`config.mk`:
```
export PLATFORM = sky130hd
export DESIGN_NAME = ppt_merge
export DESIGN_NICKNAME = d
export VERILOG_FILES = /design/src/rtl/core/ppt_pkg.sv /design/src/rtl/core/ppt_merge.sv
export SDC_FILE = /design/constraint.sdc
export NUM_CORES = 1
export LEC_CHECK = 0
export ABC_CLOCK_PERIOD_IN_PS = 10300
export BUFFER_PORTS_ARGS = -buffer_cell sky130_fd_sc_hd__buf_2
export CAP_MARGIN = 20
export CORE_AREA = 3 3 186 188
export DETAILED_ROUTE_END_ITERATION = 8
export DIE_AREA = 0 0 189 191
export PLACE_DENSITY = 0.64
export RECOVER_POWER = 50
export SLEW_MARGIN = 15
export SYNTH_ARGS = -nofsm -noshare
export SYNTH_HDL_FRONTEND = slang
export SYNTH_SLANG_ARGS = --single-unit
export TNS_END_PERCENT = 100
```
`constraint.sdc`:
```
create_clock -name vclk -period 10.3
set_input_delay 1.545 -clock vclk [all_inputs]
set_output_delay 1.545 -clock vclk [all_outputs]
set_load 0.02 [all_outputs]
```
`src/rtl/core/ppt_pkg.sv`:
```
package ppt_pkg;

  // Fixed field widths
  localparam int WEIGHT_W = 32;
  localparam int COUNT_W  = 8;
  localparam int INDEX_W  = 4;
  localparam int MAX_FEATURES = 10;

  // Request codes carried on req_type
  localparam logic REQ_TRAIN = 1'b0;
  localparam logic REQ_DUMP  = 1'b1;

  // Saturation bounds of a weight
  localparam logic signed [WEIGHT_W-1:0] WEIGHT_MAX = {1'b0, {(WEIGHT_W-1){1'b1}}};
  localparam logic signed [WEIGHT_W-1:0] WEIGHT_MIN = {1'b1, {(WEIGHT_W-1){1'b0}}};

  localparam logic [COUNT_W-1:0] COUNT_MAX = {COUNT_W{1'b1}};
  localparam logic [COUNT_W-1:0] TARGET_RUN_RESET = 8'd10;

  // Per-lane control from the sequencer
  typedef struct packed {
    logic load;       // capture feature and product
    logic upd_en;     // apply the perceptron update
    logic neg;        // target is -1: subtract the feature
    logic pocket_en;  // copy the weight into the pocket
  } lane_ctl_t;

endpackage

```
`src/rtl/core/ppt_merge.sv`:
```
module ppt_merge #(
  parameter int N_LANES = 10,
  parameter int PROD_W  = 48
) (
  input  logic signed [PROD_W-1:0] products [N_LANES],
  input  logic                     neg,
  output logic                     ok
);
  import ppt_pkg::*;

  localparam int SUM_W = PROD_W + $clog2(N_LANES + 1);

  logic signed [SUM_W-1:0] dot;

  // Sum the lane products
  always_comb begin
    dot = '0;
    for (int i = 0; i < N_LANES; i++) begin
      dot = dot + SUM_W'(products[i]);
    end
  end

  // Sign test against the target; zero is wrong
  assign ok = neg ? dot[SUM_W-1] : (!dot[SUM_W-1] && (dot != '0));

endmodule

```
# After elaboration in Yosys (flattened, before gate mapping)
# Index checks and enable logic that the tools add are counted.
[totals]
inputBits = 481
latch_bits = 0
elab_cells = 13
rom_bits = 0
n_memories = 0
regBits = 0
ramBits = 0
[op_classes]
mul = 0
div = 0
n_reduce_logical = 3
order_cmp = 0
shift = 0
eq_ne = 0
n_addsub = 9
n_bitwise = 0
muxes = 1
[ops]
columns = ["op", "n"]
rows = [
  ["adder 52 x 48 -> 52 bit", 5],
  ["adder 51 x 48 -> 52 bit", 1],
  ["nonzero test 52 bit", 1],
  ["adder 50 x 48 -> 51 bit", 1],
  ["adder 49 x 48 -> 50 bit", 1],
  ["adder 48 x 48 -> 49 bit", 1],
  ["logical AND 1 bit", 1],
  ["logical NOT 1 bit", 1],
  ["2-to-1 mux 1 bit", 1],
]

# Logic depth before layout (Yosys ltp)
[depth]
ltp_word = 12
ltp_mapped = 24

# Least setup slack after synthesis
# No wires, ideal clock.
[synth_path]
kind = "input port to output port"
start = "input products[290] (netlist name)"
end = "output ok"
setup_slack_ns = 1.649
path_buffers = 0
stages = 20
arrival_ns = 7.106
required_time_ns = 8.755
cell_sequence = "fa_1 -> fa_1 -> fa_1 -> inv_1 -> fa_1 -> inv_1 -> fa_1 -> inv_1 -> fa_1 -> nand2b_1 -> a21o_1 -> a31o_2 -> a211oi_1 -> o21ai_1 -> o221a_2 -> o41ai_1 -> and4_1 -> nor3_1 -> and4_1 -> a41oi_1"
[synth_via]
elab_chain_cells = 10
word_cells_on_any_way = 11
classes_between = "add/sub (7); mux (1); reduce/logical (3)"
[synth_rtl]
columns = ["element", "line", "source"]
rows = [
  ["start, declared", "ppt_merge.sv:5", "input logic signed [PROD_W-1:0] products [N_LANES],"],
  ["adder 50 x 48 -> 51 bit (*)", "ppt_merge.sv:19", "dot = dot + SUM_W'(products[i]);"],
  ["adder 51 x 48 -> 52 bit (*)", "ppt_merge.sv:19", ""],
  ["adder 52 x 48 -> 52 bit (*) (5 in series)", "ppt_merge.sv:19", ""],
  ["nonzero test 52 bit / logical NOT 1 bit (equally long branches)", "ppt_merge.sv:24", "assign ok = neg ? dot[SUM_W-1] : (!dot[SUM_W-1] && (dot != '0));"],
  ["logical AND 1 bit", "ppt_merge.sv:24", ""],
  ["2-to-1 mux 1 bit (*)", "ppt_merge.sv:24", ""],
  ["end, declared", "ppt_merge.sv:7", "output logic ok"],
]
# Mark *: on every way between the ends. The rest lies on a longest branch, timed or not.

# Worst setup path after layout
# Same ends and word-level chain as after synthesis.

==> flow_summary.toml <==
[global_routing]
grt_pass1_vias = 11500
grt_pass1_wl_mm = 55.8
groute.usage.overall_pct = 19.1
grt.overflow.total = 0
antenna_found_initial = 5
grt_max_degree = 12

[synthesis]
syn_area_mm2 = 0.0125
ys_warn_count = 0
ys_types = 68
netlist_instances = 1268
ys_seq_area_share_pct = 0
syn_area_per_cell_um2 = 9.90
syn-num-nets = 2192

[route]
drt_iter0_drc = 492
wl_met3_mm = 2.19
wire_per_inst_um = 15.7
drtAntennaViolNets = 0
maxUsedRoutingLayer = "met5"
wl_met1_mm = 13.4
firstDrtPassIters = 6
wl_met2_mm = 18.0
drt-total-wl_mm = 34.2
vias = 10300
post_drt_via_cell_ratio = 4.73
drc = 0

[setup_path]
critPathMaxStageDelay_ns = 0.58
startpoint_type = "primary input"
cp.required_ns = 8.76
critPathArrivalTime_ns = 7.93
cp_max_fo = 4
path_cells = "buf_2 -> fa_1 -> fa_1 -> fa_1 -> inv_1 -> fa_1 -> inv_1 -> fa_1 -> inv_1 -> fa_1 -> nand2b_1 -> a21o_1 -> a31o_2 -> a211oi_1 -> o21ai_0 -> o221a_2 -> o41ai_1 -> a2111oi_0 -> nor3_1 -> and4_1 -> a41oi_1 -> buf_2"
end_kind = "output port"
cp_top_family = "adder cells"
critPathKind = "primary input to output port"
cp_slowest_cell = "fa_1"
crit_buf_inv = 5
cpMostUsedCell = "fa_1"

[timing]
fmax_mhz = 105
rsz0062_at_grt = "false"
period_needed_ns = 9.48
setup_viol = 0
finalCritPeriodShare_pct = 92.0
relSlewSlack_pct = 50.0
hold_violations = 0
tightest_slew_ns = 0.750
fin_setup_tns_ns = 0
final_max_slew_viol_count = 0

[die]
fp.dieH_um = 191
die_area_mm2 = 0.0361
core_area_mm2 = 0.0333
io-pin-count = 482
die_w_um = 189
rows = 67
initial_core_util_pct = 37.7

[clock_network]
cts.repair.resized = 0
postCtsHoldBufs = 0
post_cts_buffers = 0

[run]
maxCapViolCount = 0

[layout]
nClkBuffers = 0
seq_cell_count = 0
num-fill-cells = 3242
nNetsFinal = 2655
seq_area_um2 = 0
syn2layout_area_growth_pct = 23.0
drive_above_1_share_pct = 28.7

[placement]
place_congestion = 0.976
dpl.hpwl_mm = 33.0
io_buffers = 482

[min_path]
hold_depth = 6
hold_class = "primary input to output port"
whs_endpoint = "ok"
worstHoldStart = "products[478]"

[outcome]
outcome = "finished clean"
[worst max path at each step]
stage	start	slack, ns	cells after the start	to
after floorplan	products[290]	1.65	20	ok
after global placement	products[290]	0.92	22	ok
after detailed placement	products[290]	0.95	22	ok
after CTS	products[290]	0.93	22	ok
after global routing	products[290]	0.48	22	ok
final	products[290]	0.82	22	ok
[per-layer routing]
metal	vias to the layer above	track usage, %
met5	-	0
met2	371	35.5
met1	5107	24.4
met4	4	2.75
met3	34	2.29
li1	4799	-
[cell usage after synthesis (7+ instances only)]
cell type | instances | share of area, %
a21oi_1 | 60 | 2.4
ha_1 | 55 | 5.5
nor2b_1 | 7 | 0.35
o211ai_1 | 8 | 0.48
nor2_1 | 32 | 0.96
a31oi_1 | 8 | 0.40
xnor2_1 | 19 | 1.3
nand3_1 | 11 | 0.44
nand4_1 | 20 | 1.0
o21ai_0 | 24 | 0.96
nand2_1 | 49 | 1.5
inv_1 | 392 | 12
clkbuf_1 | 17 | 0.51
a211oi_1 | 9 | 0.54
xor2_1 | 12 | 0.84
o21a_1 | 10 | 0.60
nor3_1 | 20 | 0.80
fa_1 | 388 | 62
a21o_1 | 16 | 0.96
[placed cells by master (no fill, tap or decap), drive strengths merged, types with 8 or more instances in the layout]
cell	n
a211oi	10
a21o	16
a21oi	60
a31oi	8
buf	482
fa	388
ha	55
inv	393
nand2	49
nand3	11
nand4	20
nor2	32
nor2b	8
nor3	20
o211ai	8
o21a	10
o21ai	30
xnor2	19
xor2	12
[kinds of logic (layout without fill, tap and decap cells)]
family                     count (synthesis)  in the layout  share of synthesized area (%)
other                                      0              2                              0
buffers and inverters                    414            875                           12.4
and+or+nand+nor                          184            184                           7.67
adders and majority gates                443            443                           67.4
muxes                                      5              5                          0.409
AOI/OAI and AO/OA                        191            191                           9.94
xor gates and xnor gates                  31             31                           2.16
[metrics by stage]
| step | std cells | area, um2 | worst slack (ns) | util, % | hold slack [ns] |
|---|---|---|---|---|---|
| after global routing | 2179 | 15400 | 0.480 | 46.4 | 4.16 |
| after global placement | 2177 | 15400 | 0.924 | 46.4 | 4.05 |
| after floorplan | 1268 | 12500 | 1.65 | - | 3.64 |
| after detailed placement | 2177 | 15400 | 0.951 | 46.4 | 4.07 |
| final | 2179 | 15400 | 0.821 | 46.4 | 4.06 |
| after CTS | 2177 | 15400 | 0.927 | 46.4 | 4.08 |
[final cells by class]
type,count,area (um2),share of cell area (%)
Timing Repair Buffer,482,2410,15.6
Multi-Input combinational cell,854,11000,71.2
Tap cell,448,561,3.63
Inverter,393,1480,9.55
Antenna cell,2,5.00,0.0324
[worst min-delay path, cell delays in order]
cell     delay (ns)
buf_2          0.09
fa_1           0.17
ha_1           0.25
xor2_1         0.17
a41oi_1        0.12
buf_2          0.17
Power is not shown: default switching activity piles up to over one toggle a cycle in this logic, so the estimate is an artifact.
