$ cat src/rtl/core/ppt_pkg.sv
package ppt_pkg;

  // Fixed field widths
  localparam int WEIGHT_W = 32;
  localparam int COUNT_W  = 8;
  localparam int INDEX_W  = 4;
  localparam int MAX_FEATURES = 10;

  // Request codes carried on req_type
  localparam logic REQ_TRAIN = 1'b0;
  localparam logic REQ_DUMP  = 1'b1;

  // Saturation bounds of a weight
  localparam logic signed [WEIGHT_W-1:0] WEIGHT_MAX = {1'b0, {(WEIGHT_W-1){1'b1}}};
  localparam logic signed [WEIGHT_W-1:0] WEIGHT_MIN = {1'b1, {(WEIGHT_W-1){1'b0}}};

  localparam logic [COUNT_W-1:0] COUNT_MAX = {COUNT_W{1'b1}};
  localparam logic [COUNT_W-1:0] TARGET_RUN_RESET = 8'd10;

  // Per-lane control from the sequencer
  typedef struct packed {
    logic load;       // capture feature and product
    logic upd_en;     // apply the perceptron update
    logic neg;        // target is -1: subtract the feature
    logic pocket_en;  // copy the weight into the pocket
  } lane_ctl_t;

endpackage

$ cat src/rtl/core/ppt_lane.sv
module ppt_lane #(
  parameter int FEATURE_BITS = 16
) (
  input  logic                                          clk,
  input  logic                                          rst,
  input  ppt_pkg::lane_ctl_t                            ctl,
  input  logic signed [FEATURE_BITS-1:0]                feature,
  output logic signed [ppt_pkg::WEIGHT_W+FEATURE_BITS-1:0] product,
  output logic signed [ppt_pkg::WEIGHT_W-1:0]           pocket
);
  import ppt_pkg::*;

  localparam int PROD_W = WEIGHT_W + FEATURE_BITS;

  logic signed [WEIGHT_W-1:0]     weight;
  logic signed [WEIGHT_W-1:0]     weight_next;
  logic signed [FEATURE_BITS-1:0] feat;
  logic signed [PROD_W-1:0]       mul_full;
  logic signed [WEIGHT_W:0]       wide_w;
  logic signed [WEIGHT_W:0]       wide_x;
  logic signed [WEIGHT_W:0]       wide_sum;

  // Exact product of the live weight and the incoming feature
  assign mul_full = weight * feature;

  // Add or subtract the held feature, clamp to the weight range
  assign wide_w   = (WEIGHT_W+1)'(weight);
  assign wide_x   = (WEIGHT_W+1)'(feat);
  assign wide_sum = ctl.neg ? (wide_w - wide_x) : (wide_w + wide_x);

  always_comb begin
    if (wide_sum[WEIGHT_W] != wide_sum[WEIGHT_W-1]) begin
      weight_next = wide_sum[WEIGHT_W] ? WEIGHT_MIN : WEIGHT_MAX;
    end else begin
      weight_next = wide_sum[WEIGHT_W-1:0];
    end
  end

  // Weight and pocket copy
  always_ff @(posedge clk) begin
    if (rst) begin
      weight <= '0;
      pocket <= '0;
    end else begin
      if (ctl.upd_en) begin
        weight <= weight_next;
      end
      if (ctl.pocket_en) begin
        pocket <= weight;
      end
    end
  end

  // Capture feature and product for the merge stage
  always_ff @(posedge clk) begin
    if (ctl.load) begin
      feat    <= feature;
      product <= mul_full;
    end
  end

endmodule

$ cat config.mk
export PLATFORM = sky130hd
export DESIGN_NAME = ppt_lane
export DESIGN_NICKNAME = d
export VERILOG_FILES = /design/src/rtl/core/ppt_pkg.sv /design/src/rtl/core/ppt_lane.sv
export SDC_FILE = /design/constraint.sdc
export NUM_CORES = 2
export LEC_CHECK = 0
export BUFFER_PORTS_ARGS = -buffer_cell sky130_fd_sc_hd__buf_2
export CAP_MARGIN = 0
export CORE_MARGIN = 1
export CORE_UTILIZATION = 50
export DETAILED_ROUTE_END_ITERATION = 6
export PLACE_DENSITY_LB_ADDON = 0.12
export SYNTH_ARGS = -nofsm -noshare
export SYNTH_HDL_FRONTEND = slang
export SYNTH_SLANG_ARGS = --single-unit
export TNS_END_PERCENT = 50
$ cat constraint.sdc
create_clock -name clk -period 6.04 [get_ports clk]
set_input_delay 0 -clock clk [delete_from_list [all_inputs] [get_ports clk]]
set_output_delay 0 -clock clk [all_outputs]
set_load 0.03 [all_outputs]
Yosys cells after proc, flatten, opt, wreduce, memory -nomap -nowiden
Index checks and enable logic that the tools add are counted.

Register bits after elaboration: 128. Input port bits: 22. Output and inout port bits: 80.

Muxes and demuxes: 3. Multipliers: 1. Equality and inequality tests: 1. $add $sub $neg: 2.

Operators with widths (number): 2-to-1 mux 32 bit (2); multiplier 32 x 16 -> 48 bit (1); adder 32 x 16 -> 33 bit (1); 2-to-1 mux 33 bit (1); subtractor 32 x 16 -> 33 bit (1); inequality test 1 bit (1).

Depth between registers and ports, before layout
Word-level depth: 4. Gate-level depth with buffers: 26. Mapped depth without buffers: 23.

Least setup slack after synthesis
No wires, ideal clock.

Kind: reg-to-reg. From: register weight[29]. To: register product[44] (netlist bit) (data pin). Library setup time: 258 ps. Clock period less this slack: 6389 ps. Data required time: 5782 ps. Stages on the path, launching flop included: 24. Path buffers: 3. Arrival: 6130 ps. Setup slack: -349 ps. Path through: dfxtp_1 -> clkbuf_1 -> clkbuf_1 -> nand2_1 -> fa_1 -> inv_1 -> fa_1 -> inv_1 -> fa_1 -> inv_1 -> fa_1 -> fa_1 -> inv_1 -> fa_1 -> inv_1 -> ha_1 -> clkbuf_1 -> nand3_1 -> or3_1 -> o311a_1 -> o21a_1 -> o31ai_1 -> a21oi_1 -> xnor2_1.

Longest elaborated chain between the ends: 1.

Ends and longest elaborated chain: start, declared (RTL line ppt_lane.sv:15) `logic signed [WEIGHT_W-1:0] weight;`; start signal, assigned (RTL line ppt_lane.sv:46) `weight <= weight_next;`; multiplier 32 x 16 -> 48 bit (RTL line ppt_lane.sv:24) `assign mul_full = weight * feature;`; named net mul_full[44] (RTL line ppt_lane.sv:18) `logic signed [PROD_W-1:0] mul_full;`; end signal, assigned (RTL line ppt_lane.sv:58) `product <= mul_full;`; end, declared (RTL line ppt_lane.sv:8) `output logic signed [ppt_pkg::WEIGHT_W+FEATURE_BITS-1:0] product,`.

The timed path passes the listed nets, and every way through them passes these cells. A chain may end at the register's enable or synchronous reset.

Worst setup path in the final report
From: register weight[7]. To: register product[36] (netlist bit) (data pin).

Same word-level chain as after synthesis.

==> out/metrics.csv <==
metric,value,unit
status,"finished, violations left",
failed_checks,negative setup slack,
ant_nets,0,
final_cells,3636,
fp-row-count,80,
period_minus_slack,6.23,ns
finalWirelength,69.9,mm
crit_path_end_kind,flop,
drt_iter0_markers,1032,
critPathRequiredTime,6.28,ns
ys.warnings.count,0,
start_util,51.0,%
cts_tree,done,
maxCapViolations,0,
synthesis.area,24500,um^2
worstMarginPinSlew,1.10,ns
slew_violations,0,
cp_slowest_cell,fa_1,
totalNegativeSetupSlack,-0.790,ns
slew_headroom,26.4,%
vias,19400,
timing.rr.start,weight[7],
io_pins,102,
core_area,48000,um^2
clockBufferDepth,2,
clkLatencyLatePin,0.50,ns
cp_max_fo,7,
post-route-period-util,103,%
layout.cells.most_common_list,"571 x inv_1, 480 x fa_1, 341 x nand2_1, 270 x buf_4, 206 x and2_1",
nNetsFinal,3665,
dpl.hpwl,56.6,mm
fillers,4286,
cts.reportedPaths.clkPinSlew,0.07,ns
grt-ovfl-total,0,
path_cells,and2_4 -> fa_1 -> inv_1 -> fa_1 -> fa_1 -> fa_1 -> inv_1 -> fa_1 -> fa_1 -> ha_4 -> o21ai_2 -> nand2b_1 -> buf_4 -> o211ai_1 -> buf_4 -> a21oi_2 -> a211o_4 -> o2111ai_4 -> a21oi_4 -> a31oi_4 -> buf_6 -> o21bai_4 -> xor2_1,
top_usage_layer,met2,
arrival,6.47,ns
antenna_found_initial,1,
critPathMaxStageDelay,0.55,ns
worst_hold_startpoint,feature[5],
grt_pass1_wl,115,mm
max_clock_freq,161,MHz
ys_ff_latch,128,
crit_top_cell,fa_1,
grt_max_degree,65,
vias_per_cell,5.35,
use_met1,36.0,%
cp-start-kind,flop,
synthCells,2722,
clock_tree.root_cell,clkbuf_16,
setup_viol,8,
cts_sinks,128,
synth_fp_nets,3380,
numCtsBuffers,17,
die_h,223,um
grt_usage,30.0,%
seq_area_frac_synth,13.1,%
setup_ws,-0.190,ns
dpl.cell_count,3580,
dieArea,49900,um^2
htree_levels,4,
crit_path_start,weight[7],
final-seq-area,3270,um^2
layout_commonest_cell,inv_1,
synth_edf_count,64,
worst_clock_skew,0.0173,ns
drc,0,
final_layout_size_suffix_gt1_share,18.4,%
dr.pass1.iters,5,
place_congestion,0.894,
grt_util_met3,4.15,%
critPathKind,reg2reg,
area_growth_syn_to_layout,18.2,%
fp.dieW,223,um
synth.avg_cell_area,9.01,um^2
ys_types,71,
hold_violations,0,
hp-class,in2reg,
wl_per_cell,19.2,um
grt_use_met2,54.3,%
grt_pass1_vias,21300,
multiInputGateArea,19100,um^2
synthFlopType,edfxtp_1,
rsz0062_at_grt,yes,
async_flop_share,0,%
io_buffers,101,
-- cell usage after synthesis (all sizes together), types with 2 or more instances --
cell type	count	area (um^2)
edfxtp	64	1920
ha	149	1860
a211oi	18	140
maj3	4	41.3
o21bai	10	75.1
o31a	3	27.5
or4	2	15.0
and4	3	26.3
a41oi	2	17.5
a311o	2	20.0
nor2	155	582
xor2	21	203
nand4	13	81.3
o21a	10	75.1
o211ai	3	22.5
nor4	4	25.0
mux2i	33	330
o311ai	3	26.3
o41ai	4	42.6
a31oi	8	50.1
clkbuf	124	467
buf	14	111
nand2b	13	81.3
or2	4	25.0
nand3	18	90.1
a221oi	2	17.5
a211o	3	26.3
xnor2	69	604
dfxtp	64	1280
or3	3	18.8
nor2b	10	62.6
nand2	344	1290
o31ai	4	30.0
o2111a	2	22.5
a21oi	95	490
nor3	13	70.1
and2	209	1310
and3	8	50.1
fa	487	9750
a21o	31	233
inv	574	2150
o21ai	83	419
a311oi	24	210
-- registers in the layout (all words and copies together), names as in the netlist --
| name | flops |
|---|---|
| feat | 16 |
| pocket | 32 |
| product | 48 |
| weight | 32 |
-- worst max-delay path, delay by kind of cell, from the launching register on --
| family | cells | cell delay, ns |
|---|---|---|
| AND/OR/NAND/NOR | 2 | 0.24 |
| flip-flops | 1 | 0.37 |
| AO/OA/AOI/OAI | 8 | 1.33 |
| XOR/XNOR | 1 | 0.14 |
| adder cells (fa/ha/maj) | 7 | 3.27 |
| buffers and inverters | 5 | 0.62 |
-- worst paths after layout --
path | slack [ns] | to | depth (start not counted)
max | -0.19 | product[36] | 23
min reg2reg | 0.49 | pocket[7] | 2
max reg2reg | -0.19 | product[36] | 23
min | 0.05 | feat[5] | 2
-- per-layer routing --
layer  up-vias  share of wire, %  routed length, um
li1       8870                 -                  -
met1      9949                40              27800
met2       492                52              36600
met3       137               4.2               2930
met4         0               3.7               2620
met5         -                 0                  0
-- cells by family after synthesis --
| group | after synthesis | synth area share (%) |
|---|---|---|
| flip-flops | 128 | 13.1 |
| buffers and inverters | 713 | 11.2 |
| adder cells (fa/ha/maj) | 640 | 47.5 |
| XOR/XNOR | 90 | 3.29 |
| AO/OA/AOI/OAI | 316 | 8.29 |
| multiplexers | 33 | 1.35 |
| AND/OR/NAND/NOR | 802 | 15.3 |
-- area by class of cell --
class                           instances  share of cell area [%]
Sequential cell                       128                    11.3
Antenna cell                            1                 0.00864
Inverter                              575                    7.45
Clock inverter                         12                   0.415
Tap cell                              615                    2.66
Multi-Input combinational cell       1881                    66.1
Clock buffer                           20                    1.58
Timing Repair Buffer                  404                    10.6
-- repair_timing --
item	4_1_cts	5_1_grt
resized for setup	104	56
buffers inserted	15	8
hold buffers	3	0
endpoints found under the hold margin	3	0
pin swaps	54	41
endpoints found under the setup margin	24	21
-- stage by stage --
step                      util (%)  setup WS (ns)  hold WS, ns  area [um^2]
after floorplan                  -        0.00182       0.0989        24600
after global placement        57.3         -0.621        0.408        27500
after detailed placement      57.3         -0.637        0.412        27500
after CTS                     59.7         -0.161      0.00941        28700
after global routing          60.3         -0.295       0.0297        29000
final                         60.3         -0.190       0.0466        29000
Power is left out: the tool's default activity adds up to more than one toggle a clock period on the data nets, which glitch-free logic cannot reach.
